===== src/rtl/aged_block_swap_cache_macros.svh =====
// assertion macros for the aged block swap cache
// each macro expects clk and rst_n in the scope where it is used
`ifndef AGED_BLOCK_SWAP_CACHE_MACROS_SVH
`define AGED_BLOCK_SWAP_CACHE_MACROS_SVH
`ifndef SYNTH
`define ABSC_ASSERT_HOLDS(lbl, expr) \
  lbl: assert property (@(posedge clk) disable iff (!rst_n) (expr)) \
    else $error("abscache check failed");
`define ABSC_ASSERT_IMPLIES(lbl, ante, cons) \
  lbl: assert property (@(posedge clk) disable iff (!rst_n) (ante) |-> (cons)) \
    else $error("abscache check failed");
`define ABSC_ASSERT_NEXT(lbl, ante, cons) \
  lbl: assert property (@(posedge clk) disable iff (!rst_n) (ante) |=> (cons)) \
    else $error("abscache check failed");
`else
`define ABSC_ASSERT_HOLDS(lbl, expr)
`define ABSC_ASSERT_IMPLIES(lbl, ante, cons)
`define ABSC_ASSERT_NEXT(lbl, ante, cons)
`endif
`endif


===== src/rtl/abscache_pkg.sv =====
`timescale 1ns / 1ps
`default_nettype none
package abscache_pkg;

  localparam int NUM_SLOTS  = 8;
  localparam int AGE_W      = 16;
  localparam int TAG_W      = 32;
  localparam int SLOT_W     = $clog2(NUM_SLOTS);
  localparam int CNT_W      = SLOT_W + 1;
  localparam int BASE_W     = 4;
  localparam int CMP_W      = (CNT_W > BASE_W) ? CNT_W : BASE_W;
  localparam int OP_W       = 2;
  localparam int SEL_W      = 3;
  localparam int OUT_SLOT_W = 3;
  localparam int ADDR_W     = 3;
  localparam int DATA_W     = 32;

  localparam logic [OP_W-1:0] OP_LOAD  = 2'd0;
  localparam logic [OP_W-1:0] OP_TICK  = 2'd1;
  localparam logic [OP_W-1:0] OP_FORCE = 2'd2;

  localparam logic REG_UNLOCKED_BASE = 1'b0;

  typedef enum logic [1:0] {
    ST_IDLE,
    ST_SCAN,
    ST_FINISH
  } state_t;

  typedef struct packed {
    logic              tag_en;
    logic              age_en;
    logic [SLOT_W-1:0] idx;
    logic [TAG_W-1:0]  tag;
    logic [AGE_W-1:0]  age;
  } store_wr_t;

  typedef struct packed {
    logic [TAG_W-1:0] tag;
    logic             valid;
    logic [AGE_W-1:0] age;
  } store_rd_t;

  typedef struct packed {
    logic             tag_match;
    logic             age_ge;
    logic             age_max;
    logic [AGE_W-1:0] age_inc;
  } unit_res_t;

endpackage
`default_nettype wire


===== src/rtl/abscache_store.sv =====
`timescale 1ns / 1ps
`default_nettype none
module abscache_store (
  input  logic                             clk,
  input  logic                             rst_n,
  input  abscache_pkg::store_wr_t          wr,
  input  logic [abscache_pkg::SLOT_W-1:0]  rd_idx,
  output abscache_pkg::store_rd_t          rd
);
  import abscache_pkg::*;

  logic [TAG_W-1:0]     tag_r [NUM_SLOTS];
  logic [AGE_W-1:0]     age_r [NUM_SLOTS];
  logic [NUM_SLOTS-1:0] valid_r;

  always_ff @(posedge clk) begin
    if (!rst_n) begin
      valid_r <= '0;
      for (int i = 0; i < NUM_SLOTS; i++) begin
        tag_r[i] <= '0;
        age_r[i] <= '0;
      end
    end else begin
      if (wr.tag_en) begin
        tag_r[wr.idx]   <= wr.tag;
        valid_r[wr.idx] <= 1'b1;
      end
      if (wr.age_en) begin
        age_r[wr.idx] <= wr.age;
      end
    end
  end

  // single read port at the scan index
  assign rd.tag   = tag_r[rd_idx];
  assign rd.valid = valid_r[rd_idx];
  assign rd.age   = age_r[rd_idx];

endmodule
`default_nettype wire


===== src/rtl/abscache_unit.sv =====
`timescale 1ns / 1ps
`default_nettype none
module abscache_unit (
  input  logic [abscache_pkg::TAG_W-1:0] key_tag,
  input  abscache_pkg::store_rd_t        rd,
  input  logic [abscache_pkg::AGE_W-1:0] best_age,
  output abscache_pkg::unit_res_t        res
);
  import abscache_pkg::*;

  // one tag compare, one age compare and a saturating increment, reused every slot
  assign res.tag_match = rd.valid && (rd.tag == key_tag);
  assign res.age_ge    = (rd.age >= best_age);
  assign res.age_max   = &rd.age;
  assign res.age_inc   = res.age_max ? rd.age : rd.age + AGE_W'(1);

endmodule
`default_nettype wire


===== src/rtl/aged_block_swap_cache.sv =====
`timescale 1ns / 1ps
`default_nettype none
// Fully associative slot cache of NUM_SLOTS entries tagged by source address, with
// oldest-age replacement. A load transaction walks every slot once, one slot per
// cycle through a single shared compare unit, then a commit step writes the store and
// places the result in the output register. A tick walks the slots the same way,
// ageing unlocked ones. A force load and the unused op skip the walk and go straight
// to the commit step. in_stall is high from acceptance until the result has been
// placed in the output register, and a new transaction is taken while that result
// still waits for the sink; the commit step of that next transaction then waits, as
// long as out_stall holds the earlier result, until the output register is free.
// Slots below unlocked_base are locked: they are still searched but never chosen as
// a miss victim or aged, though a force load may still write one. A miss with no
// unlocked slot, or a force load naming a slot past the end, reports error with slot
// zero.
module aged_block_swap_cache (
  input  logic                                  clk,
  input  logic                                  rst_n,
  // input transaction
  input  logic                                  in_valid,
  output logic                                  in_stall,
  input  logic [abscache_pkg::OP_W-1:0]         in_op,
  input  logic [31:0]                           in_tag_address,
  input  logic [abscache_pkg::SEL_W-1:0]        in_slot_select,
  // result transaction
  output logic                                  out_valid,
  input  logic                                  out_stall,
  output logic [abscache_pkg::OUT_SLOT_W-1:0]   out_slot,
  output logic                                  out_hit,
  output logic                                  out_load_needed,
  output logic                                  out_error,
  // configuration port
  input  logic                                  psel,
  input  logic                                  penable,
  input  logic                                  pwrite,
  input  logic [abscache_pkg::ADDR_W-1:0]       paddr,
  input  logic [abscache_pkg::DATA_W-1:0]       pwdata,
  output logic [abscache_pkg::DATA_W-1:0]       prdata,
  output logic                                  pready
);
  import abscache_pkg::*;

  `include "aged_block_swap_cache_macros.svh"

  // sequencer state
  state_t state_r, state_nxt;

  // captured transaction
  logic [OP_W-1:0]   op_r, op_nxt;
  logic [TAG_W-1:0]  key_r, key_nxt;
  logic [SEL_W-1:0]  sel_r, sel_nxt;

  // slot walk
  logic [CNT_W-1:0]  cnt_r, cnt_nxt;
  logic              hit_found_r, hit_found_nxt;
  logic [SLOT_W-1:0] hit_idx_r, hit_idx_nxt;
  logic              vic_found_r, vic_found_nxt;
  logic              vic_empty_r, vic_empty_nxt;
  logic [SLOT_W-1:0] vic_idx_r, vic_idx_nxt;
  logic [AGE_W-1:0]  best_age_r, best_age_nxt;

  // output register
  logic                  out_valid_r, out_valid_nxt;
  logic [OUT_SLOT_W-1:0] out_slot_r, out_slot_nxt;
  logic                  out_hit_r, out_hit_nxt;
  logic                  out_ld_r, out_ld_nxt;
  logic                  out_err_r, out_err_nxt;

  // lock boundary register
  logic [BASE_W-1:0] base_r;

  logic [SLOT_W-1:0] scan_idx;
  logic              in_range;
  store_wr_t         store_wr;
  store_rd_t         store_rd;
  unit_res_t         unit_res;

  assign scan_idx = cnt_r[SLOT_W-1:0];
  assign in_range = (CMP_W'(cnt_r) >= CMP_W'(base_r));

  abscache_store u_store (
    .clk    (clk),
    .rst_n  (rst_n),
    .wr     (store_wr),
    .rd_idx (scan_idx),
    .rd     (store_rd)
  );

  abscache_unit u_unit (
    .key_tag  (key_r),
    .rd       (store_rd),
    .best_age (best_age_r),
    .res      (unit_res)
  );

  // configuration: one register, index taken from the word address bit
  always_ff @(posedge clk) begin
    if (!rst_n) begin
      base_r <= '0;
    end else if (psel && penable && pwrite && pready &&
                 (paddr[ADDR_W-1] == REG_UNLOCKED_BASE)) begin
      base_r <= pwdata[BASE_W-1:0];
    end
  end

  assign prdata = (paddr[ADDR_W-1] == REG_UNLOCKED_BASE) ? DATA_W'(base_r) : '0;
  assign pready = 1'b1;

  // only idle takes a new transaction, even while a result still waits
  assign in_stall = (state_r != ST_IDLE);

  always_ff @(posedge clk) begin
    if (!rst_n) begin
      state_r     <= ST_IDLE;
      out_valid_r <= 1'b0;
    end else begin
      state_r     <= state_nxt;
      out_valid_r <= out_valid_nxt;
    end
  end

  // payload and walk registers, no reset needed
  always_ff @(posedge clk) begin
    op_r        <= op_nxt;
    key_r       <= key_nxt;
    sel_r       <= sel_nxt;
    cnt_r       <= cnt_nxt;
    hit_found_r <= hit_found_nxt;
    hit_idx_r   <= hit_idx_nxt;
    vic_found_r <= vic_found_nxt;
    vic_empty_r <= vic_empty_nxt;
    vic_idx_r   <= vic_idx_nxt;
    best_age_r  <= best_age_nxt;
    out_slot_r  <= out_slot_nxt;
    out_hit_r   <= out_hit_nxt;
    out_ld_r    <= out_ld_nxt;
    out_err_r   <= out_err_nxt;
  end

  always_comb begin
    state_nxt     = state_r;
    op_nxt        = op_r;
    key_nxt       = key_r;
    sel_nxt       = sel_r;
    cnt_nxt       = cnt_r;
    hit_found_nxt = hit_found_r;
    hit_idx_nxt   = hit_idx_r;
    vic_found_nxt = vic_found_r;
    vic_empty_nxt = vic_empty_r;
    vic_idx_nxt   = vic_idx_r;
    best_age_nxt  = best_age_r;
    out_slot_nxt  = out_slot_r;
    out_hit_nxt   = out_hit_r;
    out_ld_nxt    = out_ld_r;
    out_err_nxt   = out_err_r;
    store_wr      = '0;

    // sink took the pending result
    out_valid_nxt = out_valid_r && out_stall;

    unique case (state_r)
      ST_IDLE: begin
        if (in_valid) begin
          op_nxt        = in_op;
          key_nxt       = in_tag_address[TAG_W-1:0];
          sel_nxt       = in_slot_select;
          cnt_nxt       = '0;
          hit_found_nxt = 1'b0;
          vic_found_nxt = 1'b0;
          vic_empty_nxt = 1'b0;
          best_age_nxt  = '0;
          state_nxt     = ((in_op == OP_LOAD) || (in_op == OP_TICK)) ? ST_SCAN : ST_FINISH;
        end
      end

      ST_SCAN: begin
        case (op_r)
          OP_LOAD: begin
            // lowest matching slot wins
            if (!hit_found_r && unit_res.tag_match) begin
              hit_found_nxt = 1'b1;
              hit_idx_nxt   = scan_idx;
            end
            // first empty unlocked slot, else oldest with ties to the higher index
            if (in_range && !vic_empty_r) begin
              if (!store_rd.valid) begin
                vic_idx_nxt   = scan_idx;
                vic_found_nxt = 1'b1;
                vic_empty_nxt = 1'b1;
              end else if (!vic_found_r || unit_res.age_ge) begin
                vic_idx_nxt   = scan_idx;
                vic_found_nxt = 1'b1;
                best_age_nxt  = store_rd.age;
              end
            end
          end
          OP_TICK: begin
            if (in_range && !unit_res.age_max) begin
              store_wr.age_en = 1'b1;
              store_wr.idx    = scan_idx;
              store_wr.age    = unit_res.age_inc;
            end
          end
          default: ;
        endcase
        if (cnt_r == CNT_W'(NUM_SLOTS - 1)) begin
          state_nxt = ST_FINISH;
        end else begin
          cnt_nxt = cnt_r + CNT_W'(1);
        end
      end

      ST_FINISH: begin
        // commit and present the result once the output register is free
        if (!out_valid_r || !out_stall) begin
          out_valid_nxt = 1'b1;
          out_slot_nxt  = '0;
          out_hit_nxt   = 1'b0;
          out_ld_nxt    = 1'b0;
          out_err_nxt   = 1'b0;
          state_nxt     = ST_IDLE;
          case (op_r)
            OP_LOAD: begin
              if (hit_found_r) begin
                store_wr.age_en = 1'b1;
                store_wr.idx    = hit_idx_r;
                store_wr.age    = '0;
                out_slot_nxt    = OUT_SLOT_W'(hit_idx_r);
                out_hit_nxt     = 1'b1;
              end else if (vic_found_r) begin
                store_wr.tag_en = 1'b1;
                store_wr.age_en = 1'b1;
                store_wr.idx    = vic_idx_r;
                store_wr.tag    = key_r;
                store_wr.age    = '0;
                out_slot_nxt    = OUT_SLOT_W'(vic_idx_r);
                out_ld_nxt      = 1'b1;
              end else begin
                out_err_nxt = 1'b1;
              end
            end
            OP_FORCE: begin
              if (CMP_W'(sel_r) >= CMP_W'(NUM_SLOTS)) begin
                out_err_nxt = 1'b1;
              end else begin
                store_wr.tag_en = 1'b1;
                store_wr.age_en = 1'b1;
                store_wr.idx    = SLOT_W'(sel_r);
                store_wr.tag    = key_r;
                store_wr.age    = '0;
                out_slot_nxt    = OUT_SLOT_W'(sel_r);
                out_ld_nxt      = 1'b1;
              end
            end
            default: ;
          endcase
        end
      end

      default: begin
        state_nxt = ST_IDLE;
      end
    endcase
  end

  assign out_valid       = out_valid_r;
  assign out_slot        = out_slot_r;
  assign out_hit         = out_hit_r;
  assign out_load_needed = out_ld_r;
  assign out_error       = out_err_r;

  // an accepted transaction always leaves idle
  `ABSC_ASSERT_NEXT(a_accept_busy, in_valid && !in_stall, state_r != ST_IDLE)
  // the walk counter stays inside the slot range
  `ABSC_ASSERT_IMPLIES(a_cnt_range, state_r == ST_SCAN, cnt_r < CNT_W'(NUM_SLOTS))
  // a new result only comes out of the commit step
  `ABSC_ASSERT_IMPLIES(a_result_src, $rose(out_valid_r), $past(state_r == ST_FINISH))
  // hit, load and error are exclusive, and error reports slot zero
  `ABSC_ASSERT_IMPLIES(a_flags_excl, out_valid_r,
                       $countones({out_hit_r, out_ld_r, out_err_r}) <= 1)
  `ABSC_ASSERT_IMPLIES(a_err_slot, out_valid_r && out_err_r, out_slot_r == '0)

endmodule
`default_nettype wire


===== config.mk =====
export PLATFORM = sky130hd
export DESIGN_NAME = aged_block_swap_cache
export DESIGN_NICKNAME = d
export VERILOG_FILES = /design/src/rtl/abscache_pkg.sv /design/src/rtl/abscache_store.sv /design/src/rtl/abscache_unit.sv /design/src/rtl/aged_block_swap_cache.sv
export VERILOG_INCLUDE_DIRS = /design/src /design/src/rtl
export SDC_FILE = /design/constraint.sdc
export NUM_CORES = 1
export LEC_CHECK = 0
export ABC_AREA = 0
export ABC_CLOCK_PERIOD_IN_PS = 5420
export BUFFER_PORTS_ARGS = -buffer_cell sky130_fd_sc_hd__buf_4
export CORE_MARGIN = 2
export CORE_UTILIZATION = 61
export CTS_BUF_LIST = sky130_fd_sc_hd__clkbuf_16
export DETAILED_ROUTE_END_ITERATION = 7
export GPL_TIMING_DRIVEN = 0
export PLACE_DENSITY = 0.91
export SLEW_MARGIN = 15
export SYNTH_ARGS = -nofsm -noshare
export SYNTH_HDL_FRONTEND = slang
export SYNTH_SLANG_ARGS = --single-unit
export TNS_END_PERCENT = 20

===== constraint.sdc =====
create_clock -name clk -period 5.42 [get_ports clk]
set_input_delay 0.813 -clock clk [delete_from_list [all_inputs] [get_ports clk]]
set_output_delay 0.813 -clock clk [all_outputs]
set_load 0.01 [all_outputs]

==> metrics.yaml, run 1 <==
timing:
  slew_violations: 0
  fmax_mhz: 192
  whs_ns: 0.400
  fin_ws_ns: 0.213
  fin_setup_tns_ns: 0
  period_share: 0.961
  hold_viol_final: 0
  fin_crit_ns: 5.21
  worst_pin_slew_ns: 1.09
  fin_skew_ns: 0.0273
  rsz0062_at_grt: "false"
  worst_slew_margin_rel: 0.275
  setup-violations-final: 0
global_routing:
  overflow: 0
  antenna_found_initial: 1
  grt_max_degree: 28
  grt_pass1_wl_um: 83900
  grt_pass1_vias: 14266
  grtUsageTotal: 0.299
place:
  pre_cts_ws_ns: 0.320
  dp_cells: 2032
  port-buffer-count: 59
  gp_congestion: 0.875
  dpl.hpwl_um: 35200
power:
  power.net_switching_mw: 2.39
  combPwrFrac: 0.172
  seqPwrFrac: 0.485
  irDropWorstVdd_mv: 0.426
  p_sw_frac: 0.268
  p_leak_nw: 9.13
  p_per_area_mw_per_mm2: 360
  power.internal_mw: 6.51
  power_frac_clock: 0.344
die:
  ioPinCount: 120
  floorplan.initialDensity: 0.619
  dieArea_mm2: 0.0375
  row_count: 69
  core_mm2: 0.0355
  fp.dieW_um: 194
  die_h_um: 194
clocking:
  cts.path.max_buffers: 3
  cts-hold-fix-buffers: 0
  cts_root_buf: "clkbuf_16"
  cts_made_buffers: 45
  clkTransAtPathRegs_ns: 0.06
  cts_tree: "built"
  clk_latency_ns: 0.59
  cts.sinks: 474
  post-cts-setup-buffers: 0
  cts_resized: 0
  htreeDepth: 2
synthesis:
  ys_ff_latch: 474
  synth-compound-area-share: 0.0226
  synth_flop_cell: "edfxtp_1"
  ys_seq_area_frac: 0.640
  syn-instance-count: 1475
  synth-edff-count: 456
  synth_area_per_cell_um2: 14.9
  synth_fa_ha_area_frac: 0.0142
  synth_top_family_by_area: "simple AND/OR/NAND/NOR gates"
  synth_xor_xnor_area_share: 0.0164
  synthMuxAreaShare: 0.128
  syn-cell-area_mm2: 0.0220
  synth_cell_types: 65
  async_flop_share: 0
  yosys.area_share.simple: 0.143
  yosysWarningCount: 0
setup_path:
  crit_chain: "buf_4, buf_6, buf_6, mux4_2, mux2i_1, inv_1, ha_1, inv_1, nor4_2, nand4_2, a31oi_1, nand4_2, buf_6, nand2_1"
  r2r_cells: 14
  start_kind: "flip-flop"
  crit_buf_inv: 6
  cp_top_family: "simple AND/OR/NAND/NOR gates"
  worstPathArrival_ns: 5.40
  critical_path_required_ns: 5.62
  end_kind: "flip-flop"
  r2r-end: "u_store.age_r[3][12]$_SDFFCE_PN0P_"
  path_class: "flip-flop to flip-flop"
  slowest_delay_ns: 0.68
  r2r_slack_ns: 0.21
  critPathSlowestCell: "a31oi_1"
  worstPathMaxFanout: 16
  cp_common_cell: "buf_6"
job:
  max-cap-violations: 0
cells_and_area:
  num-fill-cells: 2116
  num_antenna_cells: 0
  stdcell_count: 2112
  nNetsFinal: 1722
  drive_gt1_frac: 0.196
  area_delta_synth_final_pct: 12.7
drt:
  drt_iter0_markers: 1777
  ant_nets: 0
  drt-total-wl_um: 55900
  vias: 13617
  drcViolationCount: 0
  drt-wirelength-per-cell_um: 26.5
  via_per_inst: 6.45
  dr.pass1.iters: 6
worst_hold_path:
  min_path_type: "input pin to flip-flop"
  min-delay-start: "in_tag_address[14]"
  min_path_cells: 1
  holdPathEnd: "key_r[14]$_DFFE_PP_"
outcome:
  outcome: "completed"
[flip-flops by register name (all words and copies together) (netlist names), named ones only]
signal / flops
op_r: 2
hit_idx_r: 3
cnt_r: 4
state_r: 2
vic_found_r: 1
out_load_needed: 1
hit_found_r: 1
vic_empty_r: 1
out_slot: 3
out_error: 1
base_r: 4
u_store.valid_r: 8
out_hit: 1
best_age_r: 16
u_store.tag_r: 256
vic_idx_r: 3
out_valid: 1
sel_r: 3
key_r: 32
u_store.age_r: 128
[stage by stage]
step | utilization | power (mW) | instance area [um^2]
floorplan | - | 5.39 | 22100
global route | 0.697 | 9.13 | 24700
global placement | 0.650 | 5.77 | 23100
detailed placement | 0.658 | 5.87 | 23300
CTS | 0.697 | 8.87 | 24700
finish | 0.697 | 8.90 | 24700
[layout make-up]
class | instances | area (um^2) | share of cell area
flip-flops and latches | 474 | 14100 | 0.568
multi-input cells | 881 | 7250 | 0.293
clock buffers | 45 | 1130 | 0.0455
repair buffers | 69 | 672 | 0.0272
plain buffers | 105 | 637 | 0.0257
well taps | 461 | 577 | 0.0233
clock inverters | 35 | 267 | 0.0108
inverters | 42 | 158 | 0.00637
[Yosys cell counts, types with 3 or more instances]
library cell,number,share of area
ha_1,25,0.014
nand3_1,20,0.0046
and3b_1,4,0.0016
buf_6,8,0.0041
nor2b_1,6,0.0017
nor3_1,11,0.0025
a21o_1,17,0.0058
clkbuf_2,6,0.0014
clkbuf_1,35,0.0060
nand3b_1,5,0.0017
edfxtp_1,456,0.62
xnor2_1,37,0.015
dfxtp_1,18,0.016
nor4_1,9,0.0026
and2_1,262,0.075
nand4_1,9,0.0026
and3_1,8,0.0023
buf_2,18,0.0041
a211oi_1,3,0.0010
nand2_1,33,0.0056
nor2_1,159,0.027
a21oi_1,16,0.0036
nand2b_1,13,0.0037
buf_4,32,0.011
mux2_2,6,0.0031
buf_1,4,0.00068
nand3_2,3,0.0014
inv_1,42,0.0072
mux4_2,83,0.085
or2_2,3,0.00085
mux2i_1,51,0.023
xor2_1,4,0.0016
mux4_1,13,0.016
o21a_1,3,0.0010
o21ai_0,11,0.0025
a31oi_1,4,0.0011
[worst reg2reg max path: cells and delay by family, from the launching register on]
family	cells	cell delay, ns
fa+ha+maj	1	0.16
compound gates	1	0.68
buf+inv	6	1.19
mux	2	0.42
flops	1	0.40
simple gates	4	1.98
[power groups by stage]
stage	logic (mW)	registers, mW	clock network (mW)
after detailed placement	1.49	4.38	0
after CTS	1.51	4.31	3.04
after global routing	1.62	4.33	3.19
final	1.53	4.31	3.06
after global placement	1.40	4.37	0
after floorplan	1.05	4.34	0
[cells in the final DEF (no fill, tap or decap), drive strengths merged, types with 5 or more instances in the layout]
cell / instances
nand4: 11
nor3: 14
a21o: 17
a31oi: 5
and3: 8
and2: 262
nand2b: 13
edfxtp: 456
mux4: 96
nor2: 159
o21ai: 13
buf: 133
mux2: 6
conb: 29
ha: 25
xnor2: 37
clkbuf: 86
dfxtp: 18
mux2i: 52
inv: 50
clkinv: 22
nor2b: 6
nand3b: 5
nand3: 23
a21oi: 16
nor4: 12
nand2: 34
[how the worst max path moves through the flow]
| stage | startpoint | endpoint | depth (start not counted) |
|---|---|---|---|
| 6_report | flip-flop | u_store.age_r[3][12]$_SDFFCE_PN0P_ | 14 |
| 3_3_place_gp | in_valid | best_age_r[12]$_SDFFCE_PN0P_ | 5 |
| 4_1_cts | flip-flop | hit_idx_r[2]$_DFFE_PP_ | 10 |
| 5_1_grt | flip-flop | hit_idx_r[1]$_DFFE_PP_ | 10 |
| 2_1_floorplan | flip-flop | u_store.tag_r[5][0]$_SDFFCE_PN0P_ | 14 |
| 3_5_place_dp | flip-flop | hit_idx_r[2]$_DFFE_PP_ | 10 |
[layer usage]
metal	part of all wire	wire length, um	track usage
met1	0.34	18900	0.366
met2	0.50	28200	0.512
met3	0.11	6210	0.0631
met4	0.047	2610	0.139
met5	0.00023	13	0
[cell families after synthesis]
kind of cell	after synthesis
AND/OR/NAND/NOR	561
flip-flops	474
multiplexers	154
buffers and inverters	147
AO/OA/AOI/OAI	71
XOR/XNOR	41
adder cells (fa/ha/maj)	25
other	2
(Power assumes the default switching activity.)
==> run 2, diff against run 1 <==
- CELL_PAD_IN_SITES_DETAIL_PLACEMENT: not set -> 0
- CELL_PAD_IN_SITES_GLOBAL_PLACEMENT: not set -> 2
- CORE_UTILIZATION: 61 -> 45
==> metrics.yaml, run 2 (synthesis gave the netlist of run 1 again) <==
timing:
  fin_setup_tns_ns: 0
  whs_ns: 0.392
  rsz0062_at_grt: "false"
  fin_crit_ns: 5.12
  fin_skew_ns: 0.0147
  worst_pin_slew_ns: 1.13
  worst_slew_margin_rel: 0.248
  period_share: 0.944
  hold_viol_final: 0
  setup-violations-final: 0
  fmax_mhz: 195
  slew_violations: 0
setup_path:
  critical_path_required_ns: 5.63
  worstPathArrival_ns: 5.33
  worstPathMaxFanout: 16
  path_class: "flip-flop to flip-flop"
  end_kind: "flip-flop"
  start_kind: "flip-flop"
clocking:
  htreeDepth: 2
  cts_tree: "built"
  cts_root_buf: "clkbuf_16"
  clk_latency_ns: 0.60
  post-cts-setup-buffers: 0
  cts_made_buffers: 50
  cts-hold-fix-buffers: 0
  cts_resized: 0
  clkTransAtPathRegs_ns: 0.06
  cts.path.max_buffers: 3
  cts.sinks: 474
place:
  dp_cells: 2186
  gp_congestion: 0.788
  dpl.hpwl_um: 34700
  port-buffer-count: 59
global_routing:
  overflow: 0
  grt_max_degree: 23
  antenna_found_initial: 1
  grt_pass1_vias: 12937
  grt_pass1_wl_um: 80800
  grtUsageTotal: 0.218
die:
  die_h_um: 225
  fp.dieW_um: 225
  dieArea_mm2: 0.0506
  row_count: 80
  ioPinCount: 120
  core_mm2: 0.0479
  floorplan.initialDensity: 0.458
cells_and_area:
  stdcell_count: 2277
  drive_gt1_frac: 0.198
  mostFrequentLayoutCells: "edfxtp_1 (456), and2_1 (262), nor2_1 (158), buf_4 (91), mux4_2 (83)"
  final_common_cell: "edfxtp_1"
  largest_reg_flops: 256
  reg.largest.list: "u_store.tag_r (256), u_store.age_r (128), key_r (32)"
  nNetsFinal: 1726
  top_register: "u_store.tag_r"
  num_antenna_cells: 0
  area_delta_synth_final_pct: 14.4
power:
  p_per_area_mw_per_mm2: 365
  p_leak_nw: 9.23
  irDropWorstVdd_mv: 0.299
drt:
  ant_nets: 0
  drt_iter0_markers: 1258
  via_per_inst: 5.54
  dr.pass1.iters: 5
  vias: 12625
  drcViolationCount: 0
  drt-wirelength-per-cell_um: 23.7
  drt-total-wl_um: 53900
outcome:
  outcome: "completed"
worst_hold_path:
  min_path_type: "input pin to flip-flop"
job:
  max-cap-violations: 0
## run 2: changes by cell type in the layout (fill, tap and decap cells not counted), sizes merged
cell | previous run | this run
bufinv | 3 | 4
inv | 50 | 51
clkinvlp | 2 | 1
clkinv | 22 | 25
buf | 133 | 132
clkbuf | 86 | 94
## run 2: report_power, final
part           internal, mW  switching (mW)
Clock                  1.95            1.43
Combinational         0.645           0.848
Sequential             4.20           0.103
Total                  6.79            2.38
## run 2: layout make-up
cell class / instances / area (um^2)
Inverter: 42 / 158
Timing Repair Buffer: 69 / 653
Sequential cell: 474 / 14100
Tap cell: 615 / 769
Fill cell: 3988 / 22800
Clock inverter: 39 / 279
Clock buffer: 53 / 1330
Buffer: 104 / 633
Multi-Input combinational cell: 881 / 7250
## run 2: layer usage
layer | share of wire | GRT usage | vias to the layer above
li1 | - | - | 5676
met1 | 0.41 | 0.294 | 6408
met2 | 0.49 | 0.365 | 456
met3 | 0.074 | 0.0366 | 85
met4 | 0.025 | 0.0637 | 0
met5 | 0 | 0 | -
## run 2: per-stage QoR
| stage | worst slack, ns | util | instance area (um^2) | power (mW) |
|---|---|---|---|---|
| 2_1_floorplan | 1.34 | - | 22100 | 5.39 |
| 3_3_place_gp | -0.820 | 0.485 | 23300 | 5.84 |
| 3_5_place_dp | 0.127 | 0.491 | 23500 | 5.88 |
| 4_1_cts | 0.0953 | 0.524 | 25100 | 9.22 |
| 5_1_grt | 0.0436 | 0.524 | 25100 | 9.49 |
| 6_report | 0.303 | 0.524 | 25100 | 9.17 |
## run 2: worst paths after layout
kind         slack, ns  depth (start not counted)                             from                                end
min reg2reg       0.45                          1  u_store.valid_r[3]$_SDFFE_PN0P_    u_store.valid_r[3]$_SDFFE_PN0P_
min               0.39                          1               in_tag_address[23]                key_r[23]$_DFFE_PP_
max reg2reg       0.30                         15                        flip-flop  u_store.age_r[2][3]$_SDFFCE_PN0P_
max               0.30                         15                        flip-flop  u_store.age_r[2][3]$_SDFFCE_PN0P_
## run 2: critical path, cell delays in order, from the launching register on
cell	delay [ns]
dfxtp_1	0.32
buf_6	0.15
buf_12	0.16
buf_12	0.15
buf_2	0.31
mux4_2	0.25
mux2i_1	0.14
inv_1	0.12
ha_1	0.15
inv_1	0.08
nor4_2	0.43
nand4_2	0.29
a31oi_1	0.66
nand3_2	0.42
buf_2	0.34
nand2_1	0.73
==> run 3, diff against run 2 <==
- GPL_ROUTABILITY_DRIVEN: not set -> 0
- REMOVE_ABC_BUFFERS: not set -> 1
- SLEW_MARGIN: 15 -> not set
==> metrics.yaml, run 3 (synthesis gave the netlist of run 1 again) <==
clocking:
  cts.sinks: 474
  clkTransAtPathRegs_ns: 0.06
  clk_latency_ns: 0.62
  cts-hold-fix-buffers: 0
  cts.path.max_buffers: 3
  htreeDepth: 2
  cts_made_buffers: 51
  cts_tree: "built"
  cts_root_buf: "clkbuf_16"
setup_path:
  critical_path_required_ns: 5.67
  worstPathMaxFanout: 47
  cp_common_cell: "inv_1"
  end_kind: "flip-flop"
  path_class: "flip-flop to flip-flop"
  crit_chain: "buf_16, mux4_2, mux2i_2, inv_1, ha_1, inv_1, nor4_2, nand4_2, a31oi_1, nor3_4, nand2b_2, buf_12"
  critPathSlowestCell: "nor3_4"
  slowest_delay_ns: 0.86
  start_kind: "flip-flop"
  r2r_cells: 12
  worstPathArrival_ns: 5.36
cells_and_area:
  mostFrequentLayoutCells: "edfxtp_1 (456), and2_1 (262), nor2_1 (158), mux4_2 (83), buf_4 (65)"
  num_antenna_cells: 0
  nNetsFinal: 1644
  reg.largest.list: "u_store.tag_r (256), u_store.age_r (128), key_r (32)"
  final-seq-area_mm2: 0.0141
  largest_reg_flops: 256
  final_common_cell: "edfxtp_1"
  area_delta_synth_final_pct: 13.4
  num-fill-cells: 3872
  top_register: "u_store.tag_r"
  drive_gt1_frac: 0.191
  multi_input_area_mm2: 0.00732
timing:
  fin_skew_ns: 0.0619
  worst_slew_margin_rel: 0.123
  whs_ns: 0.365
  rsz0062_at_grt: "false"
  fin_ws_ns: 0.318
  fin_crit_ns: 5.10
  setup-violations-final: 0
  hold_viol_final: 0
  fmax_mhz: 196
  worst_pin_slew_ns: 1.31
  period_share: 0.941
  slew_violations: 0
drt:
  drt_iter0_markers: 1259
  ant_nets: 0
  dr.pass1.iters: 5
  vias: 12326
  via_per_inst: 5.61
  drt-total-wl_um: 49500
  drcViolationCount: 0
  drt-wirelength-per-cell_um: 22.5
die:
  floorplan.initialDensity: 0.458
  die_h_um: 225
  dieArea_mm2: 0.0506
  core_mm2: 0.0479
  ioPinCount: 120
  row_count: 80
  fp.dieW_um: 225
place:
  dpl.hpwl_um: 29400
  pre_cts_ws_ns: -0.686
  port-buffer-count: 60
job:
  max-cap-violations: 0
global_routing:
  grtUsageTotal: 0.199
  grt_pass1_vias: 12444
  antenna_found_initial: 1
  grt_pass1_wl_um: 75200
  overflow: 0
  grt_max_degree: 52
power:
  p_leak_nw: 9.02
  p_per_area_mw_per_mm2: 363
  finalPower_mw: 9.04
  irDropWorstVdd_mv: 0.253
worst_hold_path:
  min_path_type: "input pin to flip-flop"
  min_path_cells: 1
outcome:
  outcome: "completed"
==> run 3: cell types whose count changed in the layout (fill, tap and decap cells not counted), sizes merged <==
cell,previous run,this run
buf,132,90
inv,51,53
clkbuf,94,51
clkinv,25,27
bufinv,4,3
clkinvlp,1,3
==> run 3: per-layer routing <==
metal / vias up / global-route usage / part of all wire
li1: 5519 / - / -
met1: 6269 / 0.280 / 0.43
met2: 473 / 0.320 / 0.48
met3: 65 / 0.0350 / 0.076
met4: 0 / 0.0532 / 0.020
met5: - / 0 / 0
==> run 3: what timing repair did <==
| action | 4_1_cts | 5_1_grt |
|---|---|---|
| gates resized for setup | 17 | 0 |
| pin swaps | 1 | 0 |
| buffers inserted | 2 | 4 |
| endpoints found under the setup margin | 252 | 194 |
==> run 3: through the flow <==
stage	setup TNS, ns	cells	util	area (um^2)
5_1_grt	0	2197	0.519	24900
2_1_floorplan	-680.88	1397	-	21400
6_report	0	2197	0.519	24900
3_3_place_gp	-3423.00	2072	0.472	22600
3_5_place_dp	-68.43	2096	0.483	23200
4_1_cts	0	2193	0.519	24900
==> run 3: cell type report <==
cell class	instances	area share
Tap cell	615	0.0309
Clock inverter	44	0.0137
Sequential cell	474	0.565
Clock buffer	51	0.0512
Inverter	42	0.00633
Multi-Input combinational cell	881	0.294
Timing Repair Buffer	90	0.0389
==> run 3: path summary, 6_finish.rpt <==
kind,startpoint,to,slack [ns]
max,flip-flop,u_store.tag_r[6][8]$_SDFFCE_PN0P_,0.32
min,in_tag_address[17],key_r[17]$_DFFE_PP_,0.36
max reg2reg,flip-flop,u_store.tag_r[6][8]$_SDFFCE_PN0P_,0.32
min reg2reg,u_store.valid_r[3]$_SDFFE_PN0P_,u_store.valid_r[3]$_SDFFE_PN0P_,0.45
==> run 3: worst max-delay path, delay by kind of cell (launching register included) <==
kind                     cells  cell delay, ns
flip-flops                   1            0.73
AO/OA/AOI/OAI                1            0.33
multiplexers                 2            0.94
adder cells (fa/ha/maj)      1            0.21
buffers and inverters        4            0.83
AND/OR/NAND/NOR              4            1.63
==> run 3: power by group <==
part           total, mW  switching [mW]  leakage (nW)  internal (mW)
sequential          4.40           0.202          4.81           4.20
combinational       1.28           0.670          3.39          0.614
clock               3.35            1.48         0.824           1.87
